[config.mk]
export PLATFORM = sky130hd
export DESIGN_NAME = ml1ks_ctrl
export DESIGN_NICKNAME = d
export VERILOG_FILES = /design/src/ml1ks_pkg.sv /design/src/ml1ks_ctrl.sv
export SDC_FILE = /design/constraint.sdc
export NUM_CORES = 1
export LEC_CHECK = 0
export ABC_AREA = 1
export BUFFER_PORTS_ARGS = -buffer_cell sky130_fd_sc_hd__clkbuf_2
export CORE_ASPECT_RATIO = 0.75
export CORE_UTILIZATION = 55
export CTS_BUF_LIST = sky130_fd_sc_hd__clkbuf_8
export CTS_CLUSTER_DIAMETER = 150
export DETAILED_ROUTE_END_ITERATION = 12
export MAX_ROUTING_LAYER = met4
export PLACE_DENSITY = 0.83
export SKIP_CTS_REPAIR_TIMING = 1
export SYNTH_ARGS = -nofsm -noshare
export SYNTH_HDL_FRONTEND = slang
export SYNTH_SLANG_ARGS = --single-unit
[constraint.sdc]
create_clock -name clk_i -period 12 [get_ports clk_i]
set_input_delay 2.4 -clock clk_i [delete_from_list [all_inputs] [get_ports clk_i]]
set_output_delay 2.4 -clock clk_i [all_outputs]
set_load 0.01 [all_outputs]
[src/ml1ks_pkg.sv]
// ----------------------------------------------------------------------------
// ml1ks_pkg: shared types and helpers for the exact-k max L1 subset sum
// Payload structs, cell control, sum types and the sign-pattern offset.
// ----------------------------------------------------------------------------
package ml1ks_pkg;

  localparam int unsigned MAX_ITEMS_DEF = 1024;
  localparam int unsigned NUM_PAT       = 8;
  localparam int unsigned PAT_W         = 3;
  localparam int unsigned COMP_W        = 24;
  localparam int unsigned OFS_W         = 26;
  localparam int unsigned SUM_W         = 36;
  localparam int unsigned SCORE_W       = 35;
  localparam int unsigned PICK_W        = 11;

  typedef logic signed [OFS_W-1:0] ofs_t;
  typedef logic signed [SUM_W-1:0] sum_t;
  typedef sum_t [NUM_PAT-1:0]      ring_t;

  typedef struct packed {
    logic signed [COMP_W-1:0] comp_x;
    logic signed [COMP_W-1:0] comp_y;
    logic signed [COMP_W-1:0] comp_z;
    logic                     is_last;
  } in_t;

  typedef struct packed {
    logic [SCORE_W-1:0] best_score;
    logic               too_few;
  } out_t;

  typedef enum logic [1:0] {
    OP_HOLD,
    OP_UPDATE,
    OP_ROTATE,
    OP_SHIFT
  } cell_op_e;

  typedef struct packed {
    cell_op_e op;
    ofs_t     c;
  } cell_ctrl_t;

  typedef enum logic [1:0] {
    ST_IDLE,
    ST_UPDATE,
    ST_SHIFT,
    ST_MAX
  } state_e;

  // Signed offset of one vector under a sign pattern: bit j set negates component j.
  function automatic ofs_t pat_offset(in_t item, logic [PAT_W-1:0] p);
    ofs_t x;
    ofs_t y;
    ofs_t z;
    x = OFS_W'(item.comp_x);
    y = OFS_W'(item.comp_y);
    z = OFS_W'(item.comp_z);
    return (p[0] ? -x : x) + (p[1] ? -y : y) + (p[2] ? -z : z);
  endfunction

endpackage

[src/ml1ks_ctrl.sv]
// ----------------------------------------------------------------------------
// ml1ks_ctrl: sequencer of the best-sum chain
// Steps sign patterns, counts items, shifts out the chosen row, forms result.
// ----------------------------------------------------------------------------
module ml1ks_ctrl #(
  parameter int unsigned MAX_ITEMS = ml1ks_pkg::MAX_ITEMS_DEF
) (
  input  logic                               clk_i,
  input  logic                               rst_ni,
  input  logic                               start,
  output logic                               busy,
  input  ml1ks_pkg::in_t                     in_i,
  output logic                               done_o,
  output ml1ks_pkg::out_t                    out_o,
  input  logic                               cfg_we_i,
  input  logic [ml1ks_pkg::PICK_W-1:0]       cfg_wdata_i,
  input  ml1ks_pkg::sum_t                    head0_i,
  output ml1ks_pkg::cell_ctrl_t              ctrl_o,
  output logic [$clog2(MAX_ITEMS+1)-1:0]     seen_o
);
  import ml1ks_pkg::*;

  localparam int unsigned SEEN_W = $clog2(MAX_ITEMS + 1);
  localparam int unsigned CMP_W  = (SEEN_W > PICK_W) ? SEEN_W : PICK_W;
  localparam logic [PAT_W-1:0] PAT_LAST = PAT_W'(NUM_PAT - 1);

  state_e              state_q, state_d;
  logic [PAT_W-1:0]    pat_q, pat_d;
  logic [SEEN_W-1:0]   seen_q, seen_d;
  logic [SEEN_W-1:0]   seen_next;
  logic [PICK_W-1:0]   pick_q, pick_d;
  logic [PICK_W-1:0]   cnt_q, cnt_d;
  in_t                 item_q, item_d;
  ofs_t                c_q, c_d;
  sum_t                max_q, max_d;
  logic                done_q, done_d;
  out_t                res_q, res_d;

  always_comb begin
    state_d   = state_q;
    pat_d     = pat_q;
    seen_d    = seen_q;
    pick_d    = cfg_we_i ? cfg_wdata_i : pick_q;
    cnt_d     = cnt_q;
    item_d    = item_q;
    c_d       = c_q;
    max_d     = max_q;
    done_d    = 1'b0;
    res_d     = res_q;
    ctrl_o.op = OP_HOLD;
    ctrl_o.c  = c_q;
    seen_next = (seen_q == SEEN_W'(MAX_ITEMS)) ? seen_q : seen_q + 1'b1;

    unique case (state_q)
      ST_IDLE: begin
        if (start) begin
          item_d  = in_i;
          c_d     = pat_offset(in_i, '0);
          pat_d   = '0;
          state_d = ST_UPDATE;
        end
      end
      ST_UPDATE: begin
        ctrl_o.op = OP_UPDATE;
        pat_d     = pat_q + 1'b1;
        c_d       = pat_offset(item_q, pat_q + 1'b1);
        if (pat_q == PAT_LAST) begin
          if (!item_q.is_last) begin
            seen_d  = seen_next;
            state_d = ST_IDLE;
          end else begin
            seen_d = '0;
            priority if (pick_q == '0) begin
              res_d   = '{best_score: '0, too_few: 1'b0};
              done_d  = 1'b1;
              state_d = ST_IDLE;
            end else if (CMP_W'(pick_q) > CMP_W'(seen_next)) begin
              res_d   = '{best_score: '0, too_few: 1'b1};
              done_d  = 1'b1;
              state_d = ST_IDLE;
            end else if (pick_q == PICK_W'(1)) begin
              max_d   = '0;
              pat_d   = '0;
              state_d = ST_MAX;
            end else begin
              cnt_d   = pick_q - 1'b1;
              state_d = ST_SHIFT;
            end
          end
        end
      end
      ST_SHIFT: begin
        // advance every ring one cell toward the chain head
        ctrl_o.op = OP_SHIFT;
        cnt_d     = cnt_q - 1'b1;
        if (cnt_q == PICK_W'(1)) begin
          max_d   = '0;
          pat_d   = '0;
          state_d = ST_MAX;
        end
      end
      ST_MAX: begin
        ctrl_o.op = OP_ROTATE;
        pat_d     = pat_q + 1'b1;
        if ($signed(head0_i) > $signed(max_q)) begin
          max_d = head0_i;
        end
        if (pat_q == PAT_LAST) begin
          res_d   = '{best_score: max_d[SCORE_W-1:0], too_few: 1'b0};
          done_d  = 1'b1;
          state_d = ST_IDLE;
        end
      end
      default: begin
        state_d = ST_IDLE;
      end
    endcase
  end

  always_ff @(posedge clk_i or negedge rst_ni) begin
    if (!rst_ni) begin
      state_q <= ST_IDLE;
      pat_q   <= '0;
      seen_q  <= '0;
      pick_q  <= '0;
      cnt_q   <= '0;
      done_q  <= 1'b0;
    end else begin
      state_q <= state_d;
      pat_q   <= pat_d;
      seen_q  <= seen_d;
      pick_q  <= pick_d;
      cnt_q   <= cnt_d;
      done_q  <= done_d;
    end
  end

  always_ff @(posedge clk_i) begin
    item_q <= item_d;
    c_q    <= c_d;
    max_q  <= max_d;
    res_q  <= res_d;
  end

  assign busy   = (state_q != ST_IDLE);
  assign done_o = done_q;
  assign out_o  = res_q;
  assign seen_o = seen_q;

endmodule

==> results.cfg <==
[synthesis]
synth_top_family_by_area = simple AND/OR/NAND/NOR gates
yosysWarnings = 0
synthSimpleGateAreaFrac_pct = 22.1
synth-async-reset-ratio_pct = 18.6
yosys-mux-area-fraction_pct = 0.400
synth_edf_count = 171
ys.flop_type = edfxtp_1
ys_ff_latch = 210
yosysUniqueCellTypes = 52
synth_area_mm2 = 0.0156
synth_cells = 1855
synth_seq_area_share_pct = 39.1
syn_nets = 2140
synthAdderAreaFrac_pct = 15.3
avgSynthCellArea_um2 = 8.43
synth_xor_xnor_area_share_pct = 5.04
synth_compound_area_share_pct = 10.3

[routing]
vias = 14100
drtIter0Drc = 1501
firstDrtPassIters = 5
drc = 0
viasPerCell = 5.71
wl_um = 46300
post_drt_wl_per_cell_um = 18.7
ant_nets = 0

[clock_tree]
cts_root_buffer = clkbuf_8
cts_tree = built
clkLatencyLatePin_ns = 0.59
cts.sinks = 210
htreeDepth = 2
path_clk_slew_ns = 0.08
cts_buffers = 36
cts_buffer_depth = 3

[placed_design]
hpwl_um = 36200
gp_congestion = 1.11
portBuffers = 200
placed_cell_area_mm2 = 0.0170

[job]
cap_violations = 0

[critical_path]
worstPathCellList = buf_4 -> ha_1 -> ha_1 -> inv_1 -> a21oi_1 -> xor2_1 -> inv_1 -> fa_1 -> inv_1 -> ha_1 -> a21oi_1 -> o21ai_0 -> a21oi_1 -> o21ai_1 -> o21ai_0 -> nand2_1
crit_arrival_ns = 5.29
path_max_fanout = 16
max_stage_delay_ns = 0.58
path_class = reg2reg
cp.required_ns = 12.32
crit_slowest_cell = ha_1
end_kind = flip-flop
r2r_slack_ns = 7.03
start_kind = flip-flop

[final_layout]
syn_to_final_growth_pct = 13.0
drive_gt1_share_pct = 13.7
antenna-diode-count = 0
finalInstanceArea_mm2 = 0.0177
final_nets = 2348

[timing]
setup_violations = 0
hold_viol_final = 0
rsz0062_at_grt = no
period_minus_slack_ns = 4.97
fmax_mhz = 201
fin_crit_sh_pct = 41.4
max-slew-margin-rel_pct = 33.4
tns_ns = 0
worstMarginPinSlew_ns = 0.999
finClkSkew_ns = 0.0280
slew_viol_final = 0

[floorplan]
die_h_um = 148
die_w_um = 197
initial_core_util_pct = 55.9
io_pins = 201
core_area_mm2 = 0.0280
fp-row-count = 53
dieArea_mm2 = 0.0291

[worst_hold_path]
min_path_type = reg2reg

[global_route]
grt_overflow = 0
antenna_found_initial = 0
grt_pass1_vias = 13300
grt_pass1_wl_um = 71100
track_usage_pct = 32.8
grt_max_degree = 74

[run_status]
run_status = finished clean
-- cell families (layout without fill, tap and decap cells) --
group,count (synthesis),in the layout
and+or+nand+nor,789,789
buffers and inverters,307,540
AOI/OAI and AO/OA,292,292
DFF,210,210
adders and majority gates,161,161
xor gates and xnor gates,90,90
muxes,6,6
-- placed cells by master, fill, tap and decap left out, types with 14 or more instances in the layout --
cell type  Yosys  layout
o21ai_0      110     109
nor3_1        25      25
ha_1         110     109
dfrtp_1       39      39
nand2_1      374     374
inv_1        269     277
fa_1          51      51
nand4_1       66      66
o21ai_1       14      14
a21oi_1      110     110
clkbuf_8       0      36
clkbuf_2       0     200
nand3_1       96      96
edfxtp_1     171     171
xor2_1        54      54
xnor2_1       36      36
nor2_1       188     188
-- stage by stage --
| stage | util (%) | hold slack [ns] | setup slack (ns) | instances |
|---|---|---|---|---|
| floorplan | - | 0.453 | 7.25 | 1855 |
| global placement | 60.7 | 0.489 | 6.69 | 2410 |
| detailed placement | 60.7 | 0.506 | 6.62 | 2410 |
| CTS | 63.1 | 0.515 | 7.13 | 2473 |
| global route | 63.1 | 0.536 | 6.84 | 2473 |
| finish | 63.1 | 0.518 | 7.03 | 2473 |
-- final timing paths --
check / from / depth (start not counted) / endpoint
min in group asynchronous: rst_ni / 1 / pat_q[2]$_DFFE_PN0P_
worst min-delay path: cnt_q[3]$_DFFE_PN0P_ / 2 / cnt_q[3]$_DFFE_PN0P_
worst max register to register: pat_q[0]$_DFFE_PN0P_ / 16 / c_q[14]$_DFFE_PP_
worst max-delay path: pat_q[0]$_DFFE_PN0P_ / 16 / c_q[14]$_DFFE_PP_
max in group asynchronous: rst_ni / 1 / pick_q[2]$_DFFE_PN0P_
worst min register to register: cnt_q[3]$_DFFE_PN0P_ / 2 / cnt_q[3]$_DFFE_PN0P_
-- flip-flops by register name (all words and copies together) (netlist names), named ones only --
signal	cells
c_q	26
cnt_q	11
done_o	1
item_q	73
max_q	36
out_o	36
pat_q	3
pick_q	11
seen_o	11
state_q	1
-- metal layers --
layer	up-vias	global-route usage, %	wire, um
li1	6628	-	-
met1	6593	47.0	20400
met2	801	47.5	19500
met3	88	6.37	5360
met4	0	8.72	999
met5	-	-	0
-- cells in the mapped netlist (all sizes together) (4+ instances only) --
master    n  area, um2
fa       51       1020
a21boi    7       56.3
inv     270       1010
a31oi     4       25.0
dfrtp    39        976
or2       5       31.3
xnor2    36        315
clkbuf   24       90.1
mux2i     4       40.0
a21o      7       52.6
edfxtp  171       5130
o21bai    9       71.3
buf      13        108
nor4      8       50.1
a21oi   111        559
nor3     26        135
ha      110       1380
xor2     54        473
o21ai   125        629
o31ai     5       37.5
o22ai    11       68.8
nor2    192        731
nand4    67        425
nand2   376       1420
a211oi    6       45.0
nand3   110        628
-- worst max-delay path: cells and delay by family, from the launching register on --
kind / cells / cell delay (ns)
buffers and inverters: 4 / 0.76
AO/OA/AOI/OAI: 6 / 1.60
XOR/XNOR: 1 / 0.16
flip-flops: 1 / 0.37
AND/OR/NAND/NOR: 1 / 0.14
adder cells (fa/ha/maj): 4 / 1.65
-- layout make-up --
| type | instances | area, um2 |
|---|---|---|
| Sequential cell | 210 | 6110 |
| Tap cell | 385 | 482 |
| Clock inverter | 27 | 196 |
| Inverter | 270 | 1010 |
| Clock buffer | 36 | 495 |
| Multi-Input combinational cell | 1338 | 8320 |
| Timing Repair Buffer | 207 | 1050 |
| Fill cell | 2429 | 10300 |
Power is left out: the tool's default activity adds up to more than one toggle a clock period on the data nets, which glitch-free logic cannot reach.
