--- config.mk ---
export PLATFORM = sky130hd
export DESIGN_NAME = ml1ks_cell
export DESIGN_NICKNAME = d
export VERILOG_FILES = /design/src/ml1ks_pkg.sv /design/src/ml1ks_cell.sv
export SDC_FILE = /design/constraint.sdc
export NUM_CORES = 1
export LEC_CHECK = 0
export ABC_CLOCK_PERIOD_IN_PS = 15700
export BUFFER_PORTS_ARGS = -buffer_cell sky130_fd_sc_hd__buf_2
export CAP_MARGIN = 20
export CORE_AREA = 2 2 267 269
export DETAILED_ROUTE_END_ITERATION = 16
export DIE_AREA = 0 0 269 271
export GPL_TIMING_DRIVEN = 1
export PLACE_DENSITY_LB_ADDON = 0.25
export SYNTH_ARGS = -nofsm -noshare
export SYNTH_HDL_FRONTEND = slang
export SYNTH_SLANG_ARGS = --single-unit
export TNS_END_PERCENT = 30
--- constraint.sdc ---
create_clock -name clk_i -period 15.7 [get_ports clk_i]
set_input_delay 3.14 -clock clk_i [delete_from_list [all_inputs] [get_ports clk_i]]
set_output_delay 3.14 -clock clk_i [all_outputs]
set_load 0.03 [all_outputs]
--- src/ml1ks_pkg.sv ---
// ----------------------------------------------------------------------------
// ml1ks_pkg: shared types and helpers for the exact-k max L1 subset sum
// Payload structs, cell control, sum types and the sign-pattern offset.
// ----------------------------------------------------------------------------
package ml1ks_pkg;

  localparam int unsigned MAX_ITEMS_DEF = 1024;
  localparam int unsigned NUM_PAT       = 8;
  localparam int unsigned PAT_W         = 3;
  localparam int unsigned COMP_W        = 24;
  localparam int unsigned OFS_W         = 26;
  localparam int unsigned SUM_W         = 36;
  localparam int unsigned SCORE_W       = 35;
  localparam int unsigned PICK_W        = 11;

  typedef logic signed [OFS_W-1:0] ofs_t;
  typedef logic signed [SUM_W-1:0] sum_t;
  typedef sum_t [NUM_PAT-1:0]      ring_t;

  typedef struct packed {
    logic signed [COMP_W-1:0] comp_x;
    logic signed [COMP_W-1:0] comp_y;
    logic signed [COMP_W-1:0] comp_z;
    logic                     is_last;
  } in_t;

  typedef struct packed {
    logic [SCORE_W-1:0] best_score;
    logic               too_few;
  } out_t;

  typedef enum logic [1:0] {
    OP_HOLD,
    OP_UPDATE,
    OP_ROTATE,
    OP_SHIFT
  } cell_op_e;

  typedef struct packed {
    cell_op_e op;
    ofs_t     c;
  } cell_ctrl_t;

  typedef enum logic [1:0] {
    ST_IDLE,
    ST_UPDATE,
    ST_SHIFT,
    ST_MAX
  } state_e;

  // Signed offset of one vector under a sign pattern: bit j set negates component j.
  function automatic ofs_t pat_offset(in_t item, logic [PAT_W-1:0] p);
    ofs_t x;
    ofs_t y;
    ofs_t z;
    x = OFS_W'(item.comp_x);
    y = OFS_W'(item.comp_y);
    z = OFS_W'(item.comp_z);
    return (p[0] ? -x : x) + (p[1] ? -y : y) + (p[2] ? -z : z);
  endfunction

endpackage

--- src/ml1ks_cell.sv ---
// ----------------------------------------------------------------------------
// ml1ks_cell: one chosen-count slot of the best-sum chain
// Holds the best sums of all sign patterns for one count in a rotating ring.
// ----------------------------------------------------------------------------
module ml1ks_cell #(
  parameter int unsigned MAX_ITEMS = ml1ks_pkg::MAX_ITEMS_DEF,
  parameter int unsigned IDX       = 0
) (
  input  logic                               clk_i,
  input  ml1ks_pkg::cell_ctrl_t              ctrl_i,
  input  logic [$clog2(MAX_ITEMS+1)-1:0]     seen_i,
  input  ml1ks_pkg::sum_t                    prev_head_i,
  input  ml1ks_pkg::ring_t                   upper_ring_i,
  output ml1ks_pkg::sum_t                    head_o,
  output ml1ks_pkg::ring_t                   ring_o
);
  import ml1ks_pkg::*;

  localparam int unsigned SEEN_W = $clog2(MAX_ITEMS + 1);

  ring_t ring_q;
  ring_t ring_d;
  sum_t  head;
  sum_t  cand;
  sum_t  upd;
  logic  active;
  logic  forced;

  always_comb begin
    head   = ring_q[0];
    cand   = prev_head_i + {{(SUM_W - OFS_W){ctrl_i.c[OFS_W-1]}}, ctrl_i.c};
    active = (SEEN_W'(IDX) <= seen_i);
    forced = (SEEN_W'(IDX) == seen_i);
    upd    = head;
    if (active && (forced || ($signed(cand) > $signed(head)))) begin
      upd = cand;
    end

    ring_d = ring_q;
    unique case (ctrl_i.op)
      OP_HOLD: begin
        ring_d = ring_q;
      end
      OP_UPDATE: begin
        for (int i = 0; i < NUM_PAT - 1; i++) begin
          ring_d[i] = ring_q[i+1];
        end
        ring_d[NUM_PAT-1] = upd;
      end
      OP_ROTATE: begin
        for (int i = 0; i < NUM_PAT - 1; i++) begin
          ring_d[i] = ring_q[i+1];
        end
        ring_d[NUM_PAT-1] = head;
      end
      OP_SHIFT: begin
        ring_d = upper_ring_i;
      end
      default: begin
        ring_d = ring_q;
      end
    endcase
  end

  always_ff @(posedge clk_i) begin
    ring_q <= ring_d;
  end

  assign head_o = ring_q[0];
  assign ring_o = ring_q;

endmodule

==> load_flow_metrics.sql, run 1 <==
INSERT INTO impl_metrics (metric_group, metric, value, unit) VALUES
('run_status', 'status', 'complete, no violations', ''),
('clocking', 'clock_tree_from_tritoncts', 'built', ''),
('timing', 'setup_slack', '6.90', 'ns'),
('place', 'gp_congestion', '0.926', ''),
('cells_and_area', 'fillCellCount', '7523', ''),
('place', 'placement.setup.worst_slack', '6.36', 'ns'),
('clocking', 'clock_tree.buffer_depth', '3', ''),
('detailed_routing', 'postRouteWirelength', '72.9', 'mm'),
('power', 'pwr_density_cell', '133', 'nW/um^2'),
('global_routing', 'pin_count_of_the_biggest_net_entering_global_routing', '95', ''),
('timing', 'worst_slew_pin_slew', '1.07', 'ns'),
('timing', 'timing.slew.headroom', '0.284', ''),
('timing', 'post-route-period-util', '0.561', ''),
('detailed_routing', 'drt_first_pass_iters', '7', ''),
('global_routing', 'total_gr_overflow', '0', ''),
('synthesis', 'synth_flop_cell', 'sky130_fd_sc_hd__edfxtp_1', ''),
('floorplanning', 'boundaryPins', '688', ''),
('place', 'place.port_buffers', '687', ''),
('synthesis', 'mappedNetlistNets', '2150', ''),
('timing', 'finalClockSkew', '0.0158', 'ns'),
('floorplanning', 'fp.dieH', '271', 'um'),
('synthesis', 'synthTopCellsByCount', 'sky130_fd_sc_hd__nand2_1, sky130_fd_sc_hd__edfxtp_1, sky130_fd_sc_hd__ha_1, sky130_fd_sc_hd__clkbuf_1, sky130_fd_sc_hd__a21oi_1', ''),
('synthesis', 'synthesis.yosys.warnings', '0', ''),
('detailed_routing', 'route.vias.total', '14900', ''),
('floorplanning', 'fp.dieW', '269', 'um'),
('synthesis', 'synth_sequential_area_ratio', '0.539', ''),
('power', 'p_leak', '0.0104', 'uW'),
('detailed_routing', 'detail_route.drc_violations', '0', ''),
('floorplanning', 'placeable_core_region', '69800', 'um^2'),
('critical_path', 'critical_path.startpoint_type', 'input port', ''),
('synthesis', 'synth_area_per_cell', '9.36', 'um^2'),
('synthesis', 'postSynthCellCount', '1714', ''),
('floorplanning', 'start_util', '0.230', ''),
('power', 'peakVddDrop', '0.0000687', 'V'),
('synthesis', 'async_reset_ff_frac', '0', ''),
('critical_path', 'worst-r2r-cell-count', '9', ''),
('cells_and_area', 'post_route_cells_drive_above_1_share', '0.325', ''),
('job', 'cap_violations', '0', ''),
('synthesis', 'synth_cell_types', '62', ''),
('clocking', 'post-cts-setup-buffer-count', '0', ''),
('detailed_routing', 'routed_wire_length_per_instance', '22.0', 'um'),
('hold_path', 'worstHoldPathType', 'flip-flop to flip-flop', ''),
('global_routing', 'grt_first_pass_wirelength', '100', 'mm'),
('floorplanning', 'num_rows', '97', ''),
('cells_and_area', 'area.sequential', '8650', 'um^2'),
('synthesis', 'synth_largest_area_cell', 'sky130_fd_sc_hd__edfxtp_1', ''),
('power', 'power', '2830', 'uW'),
('timing', 'timing.final.hold_violations', '0', ''),
('synthesis', 'yosysTopAreaCellShare', '0.539', ''),
('place', 'place.detailed.hpwl', '57.0', 'mm'),
('global_routing', 'first_global_vias', '14400', ''),
('timing', 'max_slew_vio_count', '0', ''),
('timing', 'timing.fmax', '114', 'MHz'),
('cells_and_area', 'flow.area_growth_from_synthesis', '32.8', '%'),
('clocking', 'ctsRootBufferMaster', 'sky130_fd_sc_hd__clkbuf_16', ''),
('global_routing', 'number_of_antenna_violations_at_the_first_check_in_global_routing', '17', ''),
('floorplanning', 'die_area', '72900', 'um^2'),
('synthesis', 'postSynthRegisterBits', '288', ''),
('timing', 'rsz0062_at_grt', 'false', ''),
('critical_path', 'critPathMaxFanout', '58', ''),
('cells_and_area', 'num-nets-final', '2770', ''),
('hold_path', 'instance_count_along_the_most_critical_hold_path', '2', ''),
('timing', 'setup_violations', '0', ''),
('clocking', 'hold_bufs_at_cts', '0', ''),
('timing', 'finalWorstPathRequiredPeriod', '8.80', 'ns'),
('synthesis', 'cell_types_with_the_largest_area_share_after_synthesis', 'sky130_fd_sc_hd__edfxtp_1, sky130_fd_sc_hd__nand2_1, sky130_fd_sc_hd__ha_1, sky130_fd_sc_hd__mux2i_1, sky130_fd_sc_hd__a21oi_1', ''),
('synthesis', 'count_of_flip_flops_with_a_built_in_enable_after_synthesis', '288', ''),
('cells_and_area', 'final_core_utilization', '0.305', ''),
('detailed_routing', 'number_of_routed_nets_with_antenna_violations', '0', ''),
('critical_path', 'critPathArrivalTime', '9.08', 'ns'),
('synthesis', 'synth.cell_area', '16000', 'um^2');
## path summary, 6_finish.rpt
path / end / from / slack (ns)
setup / recovery: ring_o[283] / ctrl_i[16] / 6.90
hold / removal: ring_o[38] / ring_o[74] / 0.54
setup reg to reg: ring_o[283] / head_o[35] / 11.18
hold reg to reg: ring_o[38] / ring_o[74] / 0.54
## worst max-delay path, cell delays in order
cell and delay, ns:
sky130_fd_sc_hd__buf_2 0.11, sky130_fd_sc_hd__ha_1 0.38, sky130_fd_sc_hd__a21oi_1 0.37, sky130_fd_sc_hd__o21ai_0 0.29
sky130_fd_sc_hd__a21oi_1 0.28, sky130_fd_sc_hd__a211oi_1 0.14, sky130_fd_sc_hd__a2111oi_0 0.64, sky130_fd_sc_hd__o21bai_1 0.19
sky130_fd_sc_hd__xor2_1 0.21, sky130_fd_sc_hd__ha_1 0.31, sky130_fd_sc_hd__nand4_1 0.24, sky130_fd_sc_hd__nor4_1 0.79
sky130_fd_sc_hd__nand3_1 0.26, sky130_fd_sc_hd__a311oi_4 0.35, sky130_fd_sc_hd__buf_4 0.58, sky130_fd_sc_hd__nor2_1 0.37
sky130_fd_sc_hd__a221o_1 0.43
## cell usage in the layout (no fill, tap or decap), types with 9 or more instances in the layout
master                      netlist  routed
sky130_fd_sc_hd__edfxtp_1       288     288
sky130_fd_sc_hd__mux2i_1         41      41
sky130_fd_sc_hd__nand2_1        800     799
sky130_fd_sc_hd__a21oi_1         65      65
sky130_fd_sc_hd__diode_2          0      12
sky130_fd_sc_hd__nor2_1          23      23
sky130_fd_sc_hd__o211ai_1         9       9
sky130_fd_sc_hd__a211oi_1        20      20
sky130_fd_sc_hd__buf_4           37      12
sky130_fd_sc_hd__o21ai_0         35      35
sky130_fd_sc_hd__clkbuf_16        0      37
sky130_fd_sc_hd__xnor2_1         19      19
sky130_fd_sc_hd__buf_2            3     687
sky130_fd_sc_hd__a21o_1          16      16
sky130_fd_sc_hd__nand4_1         11      11
sky130_fd_sc_hd__xor2_1          15      15
sky130_fd_sc_hd__nor2b_1         13      13
sky130_fd_sc_hd__ha_1            71      71
sky130_fd_sc_hd__nor3_1           9       9
sky130_fd_sc_hd__nand3_1         18      18
sky130_fd_sc_hd__inv_1           45      45
## area by class of cell
class,instances,share of cell area
flip-flops and latches,288,0.406
clock inverters,20,0.00758
diodes,12,0.00141
well taps,940,0.0552
repair buffers,699,0.166
clock buffers,42,0.0444
multi-input cells,1264,0.312
inverters,45,0.00793
## logic make-up (layout without fill, tap and decap cells)
kind of cell | count (synthesis) | in the layout | share of synthesized area
AOI/OAI and AO/OA | 201 | 201 | 0.0822
xor gates and xnor gates | 34 | 34 | 0.0186
adders and majority gates | 72 | 72 | 0.0566
buffers and inverters | 162 | 806 | 0.0484
DFF | 288 | 288 | 0.539
muxes | 41 | 41 | 0.0256
other | 0 | 12 | 0
and+or+nand+nor | 916 | 916 | 0.229
## power by group
| group | switching (uW) | internal, uW |
|---|---|---|
| Sequential | 123 | 1010 |
| Clock | 347 | 464 |
| Combinational | 621 | 267 |
| Total | 1090 | 1740 |
## metrics by stage
stage	hold WS, ns	cell area, um^2	instances
floorplan	0.739	16000	1714
global placement	0.522	20200	3236
detailed placement	0.524	20200	3236
CTS	0.535	21300	3298
global route	0.559	21300	3307
finish	0.540	21300	3310
## flip-flops by register name, indices dropped and copies added (netlist names)
| register | flops |
|---|---|
| head_o | 36 |
| ring_o | 252 |
## routing by layer
| layer | routed length (um) | share of wire | vias up | GRT usage |
|---|---|---|---|---|
| li1 | - | - | 7069 | - |
| met1 | 32300 | 0.44 | 7143 | 0.253 |
| met2 | 34700 | 0.48 | 579 | 0.314 |
| met3 | 4320 | 0.059 | 79 | 0.0309 |
| met4 | 1590 | 0.022 | 2 | 0.0531 |
| met5 | 16 | 0.00022 | - | 0 |
Power figures use the tool's default switching activity.
==> inputs of run 2 (changes only) <==
Settings changed: ABC_AREA set to 1, ABC_CLOCK_PERIOD_IN_PS 15700 to 8900, CORE_AREA 2 2 267 269 to 2 2 271 273, DIE_AREA 0 0 269 271 to 0 0 273 275.
Clock period 15.7 ns to 8.9 ns, I/O delays scaled along.
==> run 2 against run 1 <==
Net effect: routed wire length up 3.8%; design area up 3.1%; sequential power up 76%; largest power group unchanged; highest routed layer unchanged.
==> load_flow_metrics.sql, run 2 <==
INSERT INTO impl_metrics (metric_group, metric, value, unit) VALUES
('run_status', 'status', 'complete, no violations', ''),
('clocking', 'clock_tree_from_tritoncts', 'built', ''),
('power', 'power.share.sequential', '0.385', ''),
('cells_and_area', 'final_cell_mix', 'sky130_fd_sc_hd__nand2_1, sky130_fd_sc_hd__buf_2, sky130_fd_sc_hd__edfxtp_1', ''),
('synthesis', 'postSynthRegisterBits', '288', ''),
('power', 'power', '5160', 'uW'),
('hold_path', 'worstHoldPathType', 'flip-flop to flip-flop', ''),
('cells_and_area', 'fillCellCount', '7955', ''),
('synthesis', 'postSynthCellCount', '2028', ''),
('critical_path', 'cp_top_family', 'simple AND/OR/NAND/NOR gates', ''),
('synthesis', 'count_of_flip_flops_with_a_built_in_enable_after_synthesis', '288', ''),
('timing', 'timing.slew.headroom', '0.344', ''),
('floorplanning', 'boundaryPins', '688', ''),
('synthesis', 'synth_largest_area_cell', 'sky130_fd_sc_hd__edfxtp_1', ''),
('critical_path', 'worstPathRequired', '9.18', 'ns'),
('synthesis', 'synth_sequential_area_ratio', '0.524', ''),
('cells_and_area', 'area.sequential', '8650', 'um^2'),
('critical_path', 'cp_common_cell', 'sky130_fd_sc_hd__nand2_1', ''),
('synthesis', 'synth_flop_cell', 'sky130_fd_sc_hd__edfxtp_1', ''),
('synthesis', 'synth_adder_area_share', '0.0550', ''),
('place', 'placement.setup.worst_slack', '2.65', 'ns'),
('synthesis', 'yosysTopAreaCellShare', '0.524', ''),
('clocking', 'worst_setup_hold_path_clk_slew', '0.06', 'ns'),
('critical_path', 'critPathMaxFanout', '37', ''),
('detailed_routing', 'postRouteWirelength', '75.7', 'mm'),
('critical_path', 'critical_path.startpoint_type', 'input port', ''),
('cells_and_area', 'num-nets-final', '3089', ''),
('job', 'cap_violations', '0', ''),
('power', 'p_clk_frac', '0.303', ''),
('detailed_routing', 'drt_first_pass_iters', '5', ''),
('power', 'share_comb_of_total_power', '0.311', ''),
('floorplanning', 'num_rows', '99', ''),
('clocking', 'ctsRootBufferMaster', 'sky130_fd_sc_hd__clkbuf_16', ''),
('detailed_routing', 'detail_route.drc_violations', '0', ''),
('floorplanning', 'placeable_core_region', '72300', 'um^2'),
('synthesis', 'synth_area_per_cell', '8.14', 'um^2'),
('clocking', 'numCtsBuffers', '37', ''),
('floorplanning', 'start_util', '0.228', ''),
('global_routing', 'pin_count_of_the_biggest_net_entering_global_routing', '159', ''),
('detailed_routing', 'routed_wire_length_per_instance', '20.7', 'um'),
('timing', 'setup-tns-final', '0', 'ns'),
('clocking', 'worst_skew_pair.late_latency', '0.54', 'ns'),
('power', 'peakVddDrop', '0.000190', 'V'),
('power', 'internal_power', '3170', 'uW'),
('synthesis', 'synth_compound_gate_area_share', '0.0449', ''),
('cells_and_area', 'area_of_the_multi_input_gates', '6700', 'um^2'),
('global_routing', 'global_route.usage.met1', '0.251', ''),
('synthesis', 'cell_types_with_the_largest_area_share_after_synthesis', 'sky130_fd_sc_hd__edfxtp_1, sky130_fd_sc_hd__nand2_1, sky130_fd_sc_hd__ha_1, sky130_fd_sc_hd__inv_1, sky130_fd_sc_hd__nand3_1', ''),
('synthesis', 'async_reset_ff_frac', '0', ''),
('cells_and_area', 'final_common_cell', 'sky130_fd_sc_hd__nand2_1', ''),
('floorplanning', 'fp.dieW', '273', 'um'),
('synthesis', 'synth-xor-area-share', '0.0117', ''),
('critical_path', 'cp-end-kind', 'flip-flop', ''),
('synthesis', 'synth_cell_types', '31', ''),
('cells_and_area', 'post_route_cells_drive_above_1_share', '0.284', ''),
('place', 'place.port_buffers', '687', ''),
('timing', 'finalWorstPathRequiredPeriod', '5.72', 'ns'),
('detailed_routing', 'detail_routed_via_count_per_cell', '4.39', ''),
('cells_and_area', 'largest_reg_flops', '252', ''),
('power', 'p_leak', '0.0112', 'uW'),
('timing', 'rsz0062_at_grt', 'false', ''),
('global_routing', 'met2_usage', '0.313', ''),
('synthesis', 'synthTopCellsByCount', 'sky130_fd_sc_hd__nand2_1, sky130_fd_sc_hd__edfxtp_1, sky130_fd_sc_hd__inv_1, sky130_fd_sc_hd__nand3_1, sky130_fd_sc_hd__ha_1', ''),
('critical_path', 'slowest_cell_on_the_critical_path', 'sky130_fd_sc_hd__nand2_4', ''),
('detailed_routing', 'number_of_routed_nets_with_antenna_violations', '0', ''),
('clocking', 'post-cts-setup-buffer-count', '0', ''),
('synthesis', 'synthesis.yosys.warnings', '0', ''),
('clocking', 'clock_tree.buffer_depth', '3', ''),
('detailed_routing', 'first_iter_violations', '1290', ''),
('critical_path', 'buffers_inverters_on_critical_path', '3', ''),
('synthesis', 'muxShareOfSynthArea', '0', ''),
('timing', 'setup_violations', '0', ''),
('critical_path', 'criticalPathCategory', 'input port to flip-flop', ''),
('synthesis', 'synth_top_family_by_area', 'simple AND/OR/NAND/NOR gates', ''),
('synthesis', 'mappedNetlistNets', '2464', ''),
('global_routing', 'total_gr_overflow', '0', ''),
('place', 'gp_congestion', '0.915', ''),
('global_routing', 'global_route.usage.total', '0.189', ''),
('timing', 'fin_hold_ws', '0.530', 'ns'),
('cells_and_area', 'flow.area_growth_from_synthesis', '33.0', '%'),
('timing', 'finalClockSkew', '0.0117', 'ns'),
('global_routing', 'grt.busiest_layer', 'met2', ''),
('critical_path', 'max_stage_delay', '0.49', 'ns'),
('clocking', 'clock_sinks', '288', ''),
('power', 'netSwitchingPower', '1990', 'uW'),
('timing', 'setup_slack', '3.18', 'ns'),
('power', 'p_sw_frac', '0.386', ''),
('timing', 'timing.final.hold_violations', '0', ''),
('detailed_routing', 'route.vias.total', '16000', ''),
('timing', 'worst_slew_pin_slew', '0.984', 'ns'),
('clocking', 'hold_bufs_at_cts', '0', ''),
('place', 'place.detailed.hpwl', '59.0', 'mm'),
('timing', 'post-route-period-util', '0.643', ''),
('timing', 'max_slew_vio_count', '0', ''),
('global_routing', 'first_global_vias', '15000', ''),
('synthesis', 'yosys.area_share.simple', '0.292', ''),
('clocking', 'cts_repair_resize_count', '0', ''),
('power', 'pwr_density_cell', '235', 'nW/um^2'),
('critical_path', 'critPathArrivalTime', '6.01', 'ns'),
('global_routing', 'groute.layer.met3.usage', '0.0318', ''),
('floorplanning', 'die_area', '75100', 'um^2'),
('synthesis', 'synth.cell_area', '16500', 'um^2'),
('synthesis', 'post-synth-top-count-cell', 'sky130_fd_sc_hd__nand2_1', ''),
('clocking', 'h-tree-depth', '2', ''),
('global_routing', 'grt_first_pass_wirelength', '103', 'mm'),
('timing', 'timing.fmax', '175', 'MHz'),
('floorplanning', 'fp.dieH', '275', 'um'),
('global_routing', 'number_of_antenna_violations_at_the_first_check_in_global_routing', '18', '');
## run 2: cell types whose count changed after synthesis, sizes merged, moves of 9 or more
cell	previous run	this run
a211oi	20	0
a21o	16	5
clkbuf	66	57
inv	45	165
mux2i	41	0
nand2	800	1045
nand3	18	98
nor2	23	62
nor2b	14	0
o21ai	40	65
xnor2	19	6
## run 2: layer usage
layer / vias to the layer above / share of wire
li1: 7768 / -
met1: 7512 / 0.44
met2: 625 / 0.47
met3: 115 / 0.065
met4: 6 / 0.028
met5: - / 0.00046
## run 2: final timing paths
kind	start	to	slack [ns]	cells past startpoint
worst max register to register	head_o[35]	ring_o[265]	5.48	17
worst max-delay path	ctrl_i[10]	ring_o[265]	3.18	29
worst min-delay path	ring_o[205]	ring_o[169]	0.53	2
worst min register to register	ring_o[205]	ring_o[169]	0.53	2
## run 2: tightest hold or removal path, cell delays in order (launching register included)
cell and delay [ns]:
sky130_fd_sc_hd__edfxtp_1 0.33, sky130_fd_sc_hd__nand2_1 0.05, sky130_fd_sc_hd__nand2_1 0.05
## run 2: stage by stage
step	instances	instance area (um^2)	util
2_1_floorplan	2028	16500	-
3_3_place_gp	3573	20700	0.286
3_5_place_dp	3573	20700	0.286
4_1_cts	3640	21900	0.303
5_1_grt	3648	22000	0.303
6_report	3648	22000	0.303
## run 2: power by group through the flow
stage                     registers (uW)  clock network, uW  logic (uW)
final                               1990               1570        1610
after global routing                2010               1650        1750
after CTS                           1990               1620        1620
after detailed placement            2010                  0        1610
after global placement              2010                  0        1610
after floorplan                     2330                  0         658
## run 2: kinds of logic after synthesis
group | after synthesis
simple gates | 1231
flops | 288
buf+inv | 274
compound gates | 141
fa+ha+maj | 72
xor+xnor | 22
## run 2: cell type report
class,count,share of cell area
clock inverter,27,0.0136
inverter,165,0.0286
sequential,288,0.394
tap,959,0.0547
timing repair buffer,695,0.161
clock buffer,40,0.0427
multi-input combinational,1466,0.305
antenna,8,0.000912
==> inputs of run 3 (changes only) <==
Settings changed: ABC_AREA 1 to 0, ABC_CLOCK_PERIOD_IN_PS 8900 to 5900, CORE_AREA 2 2 271 273 to 2 2 267 269, DIE_AREA 0 0 273 275 to 0 0 269 271.
Clock period 8.9 ns to 5.9 ns, I/O delays scaled along.
==> run 3 against run 2 <==
Net effect: sequential share of layout area grew 0.77 points; sequential power grew 51%; total power grew 48%; flip-flop and latch count is the same; clock skew grew 0.019 ns; largest power group unchanged; core utilization grew 0.51 points; critical endpoint is now ring_o[280]; via count shrank 6.2%; final cell count shrank 9.0%; highest routed layer unchanged.
==> load_flow_metrics.sql, run 3 (synthesized netlist as in run 1, its figures left out) <==
INSERT INTO impl_metrics (metric_group, metric, value, unit) VALUES
('global_routing', 'total_gr_overflow', '0', ''),
('place', 'place.detailed.hpwl', '58.5', 'mm'),
('detailed_routing', 'number_of_routed_nets_with_antenna_violations', '0', ''),
('clocking', 'h-tree-depth', '2', ''),
('power', 'pwr_density_cell', '355', 'nW/um^2'),
('power', 'share_comb_of_total_power', '0.316', ''),
('global_routing', 'global_route.usage.total', '0.191', ''),
('floorplanning', 'die_area', '72900', 'um^2'),
('critical_path', 'cp-end-kind', 'flip-flop', ''),
('timing', 'timing.fmax', '180', 'MHz'),
('cells_and_area', 'num-nets-final', '2785', ''),
('power', 'power.share.sequential', '0.392', ''),
('critical_path', 'worstPathRequired', '6.18', 'ns'),
('floorplanning', 'fp.dieW', '269', 'um'),
('critical_path', 'destination_of_the_worst_register_to_register_timing_path', 'ring_o[261]', ''),
('hold_path', 'instance_count_along_the_most_critical_hold_path', '2', ''),
('timing', 'rsz0062_at_grt', 'false', ''),
('hold_path', 'whs_endpoint', 'ring_o[89]', ''),
('clocking', 'clock_tree.buffer_depth', '3', ''),
('detailed_routing', 'detail_routed_via_count_per_cell', '4.53', ''),
('clocking', 'post-cts-setup-buffer-count', '0', ''),
('timing', 'timing.final.hold_violations', '0', ''),
('critical_path', 'critPathMaxFanout', '18', ''),
('cells_and_area', 'final_cell_mix', 'sky130_fd_sc_hd__nand2_1, sky130_fd_sc_hd__buf_2, sky130_fd_sc_hd__edfxtp_1', ''),
('timing', 'post-route-period-util', '0.940', ''),
('global_routing', 'grt_first_pass_wirelength', '101', 'mm'),
('critical_path', 'critical_path.startpoint', 'ctrl_i[4]', ''),
('power', 'peakVddDrop', '0.000161', 'V'),
('clocking', 'numCtsBuffers', '36', ''),
('floorplanning', 'fp.dieH', '271', 'um'),
('detailed_routing', 'routed_wire_length_per_instance', '22.2', 'um'),
('floorplanning', 'placeable_core_region', '69800', 'um^2'),
('detailed_routing', 'route.vias.total', '15000', ''),
('cells_and_area', 'flow.area_growth_from_synthesis', '34.2', '%'),
('clocking', 'clock_tree_from_tritoncts', 'built', ''),
('critical_path', 'criticalPathCategory', 'input port to flip-flop', ''),
('clocking', 'worst_skew_pair.late_latency', '0.54', 'ns'),
('global_routing', 'pin_count_of_the_biggest_net_entering_global_routing', '108', ''),
('run_status', 'status', 'complete, no violations', ''),
('timing', 'timing.slew.headroom', '0.513', ''),
('detailed_routing', 'drt_first_pass_iters', '7', ''),
('timing', 'worst_slew_pin_slew', '0.731', 'ns'),
('cells_and_area', 'final_common_cell', 'sky130_fd_sc_hd__nand2_1', ''),
('cells_and_area', 'largest_reg_flops', '252', ''),
('floorplanning', 'boundaryPins', '688', ''),
('global_routing', 'number_of_antenna_violations_at_the_first_check_in_global_routing', '12', ''),
('place', 'place.port_buffers', '687', ''),
('power', 'p_leak', '0.0106', 'uW'),
('clocking', 'worst_setup_hold_path_clk_slew', '0.06', 'ns'),
('critical_path', 'worstReg2RegStart', 'head_o[18]', ''),
('floorplanning', 'start_util', '0.230', ''),
('place', 'dpl_cell_area', '20400', 'um^2'),
('clocking', 'cts_repair_resize_count', '0', ''),
('timing', 'setup_violations', '0', ''),
('detailed_routing', 'first_iter_violations', '1152', ''),
('global_routing', 'first_global_vias', '14400', ''),
('detailed_routing', 'postRouteWirelength', '73.7', 'mm'),
('cells_and_area', 'postLayoutCellArea', '21500', 'um^2'),
('place', 'gp_congestion', '0.962', ''),
('detailed_routing', 'detail_route.drc_violations', '0', ''),
('hold_path', 'worstHoldPathType', 'flip-flop to flip-flop', ''),
('power', 'p_clk_frac', '0.292', ''),
('power', 'netSwitchingPower', '2900', 'uW'),
('clocking', 'clock_sinks', '288', ''),
('critical_path', 'critical_path.startpoint_type', 'input port', ''),
('power', 'power', '7650', 'uW'),
('clocking', 'ctsRootBufferMaster', 'sky130_fd_sc_hd__clkbuf_16', ''),
('floorplanning', 'num_rows', '97', ''),
('timing', 'finalWorstPathRequiredPeriod', '5.55', 'ns'),
('timing', 'finalClockSkew', '0.0305', 'ns'),
('critical_path', 'critPathArrivalTime', '5.83', 'ns'),
('timing', 'max_slew_vio_count', '0', ''),
('critical_path', 'reg2reg_setup_slack', '2.49', 'ns'),
('critical_path', 'worst-r2r-cell-count', '11', ''),
('cells_and_area', 'fillCellCount', '7498', ''),
('job', 'cap_violations', '0', ''),
('power', 'p_sw_frac', '0.379', ''),
('power', 'internal_power', '4750', 'uW'),
('hold_path', 'holdCritStartpoint', 'ring_o[125]', ''),
('cells_and_area', 'post_route_cells_drive_above_1_share', '0.329', ''),
('clocking', 'hold_bufs_at_cts', '0', '');
-- run 3: cell type report --
| type | count | area (um^2) | share of cell area |
|---|---|---|---|
| antenna | 8 | 20.0 | 0.000930 |
| clock buffer | 38 | 908 | 0.0422 |
| clock inverter | 22 | 244 | 0.0113 |
| inverter | 45 | 169 | 0.00784 |
| multi-input combinational | 1264 | 6640 | 0.308 |
| sequential | 288 | 8650 | 0.402 |
| tap | 940 | 1180 | 0.0546 |
| timing repair buffer | 714 | 3730 | 0.173 |
-- run 3: per-layer routing --
layer / part of all wire / GRT usage / up-vias / wire, um
met5: 0.00050 / 0 / - / 37
met3: 0.059 / 0.0320 / 98 / 4380
met2: 0.47 / 0.310 / 610 / 34700
li1: - / - / 7100 / -
met4: 0.029 / 0.0654 / 6 / 2140
met1: 0.44 / 0.255 / 7224 / 32400
-- run 3: stage by stage --
step	setup slack [ns]	hold WS, ns	cells	TNS, ns	util
2_1_floorplan	0.863	0.739	1714	0	-
3_3_place_gp	0.0461	0.525	3251	0	0.292
3_5_place_dp	-0.107	0.524	3251	-1.53	0.292
4_1_cts	0.448	0.533	3311	0	0.308
5_1_grt	0.133	0.565	3316	0	0.308
6_report	0.354	0.531	3319	0	0.309
-- run 3: worst max-delay path, stage by stage --
cell and delay [ns]:
sky130_fd_sc_hd__buf_2 0.10, sky130_fd_sc_hd__ha_1 0.35, sky130_fd_sc_hd__a21o_1 0.23, sky130_fd_sc_hd__o21bai_1 0.24, sky130_fd_sc_hd__o211ai_1 0.30, sky130_fd_sc_hd__nand2_1 0.15, sky130_fd_sc_hd__a2111oi_0 0.62, sky130_fd_sc_hd__o21bai_1 0.18
sky130_fd_sc_hd__xor2_1 0.20, sky130_fd_sc_hd__ha_1 0.31, sky130_fd_sc_hd__nand4_1 0.14, sky130_fd_sc_hd__nor4_1 0.48, sky130_fd_sc_hd__a21boi_0 0.26, sky130_fd_sc_hd__o31a_1 0.22, sky130_fd_sc_hd__a311oi_4 0.07, sky130_fd_sc_hd__buf_4 0.23
sky130_fd_sc_hd__a222oi_1 0.29, sky130_fd_sc_hd__a21bo_2 0.26
-- run 3: how the worst max path moves through the flow --
stage                        to  slack, ns  cells past startpoint
global placement    ring_o[258]       0.05                     18
floorplan           ring_o[263]       0.86                     19
finish              ring_o[280]       0.35                     18
CTS                 ring_o[285]       0.45                     18
global route        ring_o[253]       0.13                     18
detailed placement  ring_o[261]      -0.11                     18
-- run 3: power groups by stage --
stage	registers (uW)	logic (uW)	clock network [uW]
2_1_floorplan	3510	962	0
3_3_place_gp	3040	2400	0
3_5_place_dp	3040	2420	0
4_1_cts	3000	2420	2290
5_1_grt	3030	2590	2380
6_report	3000	2420	2230
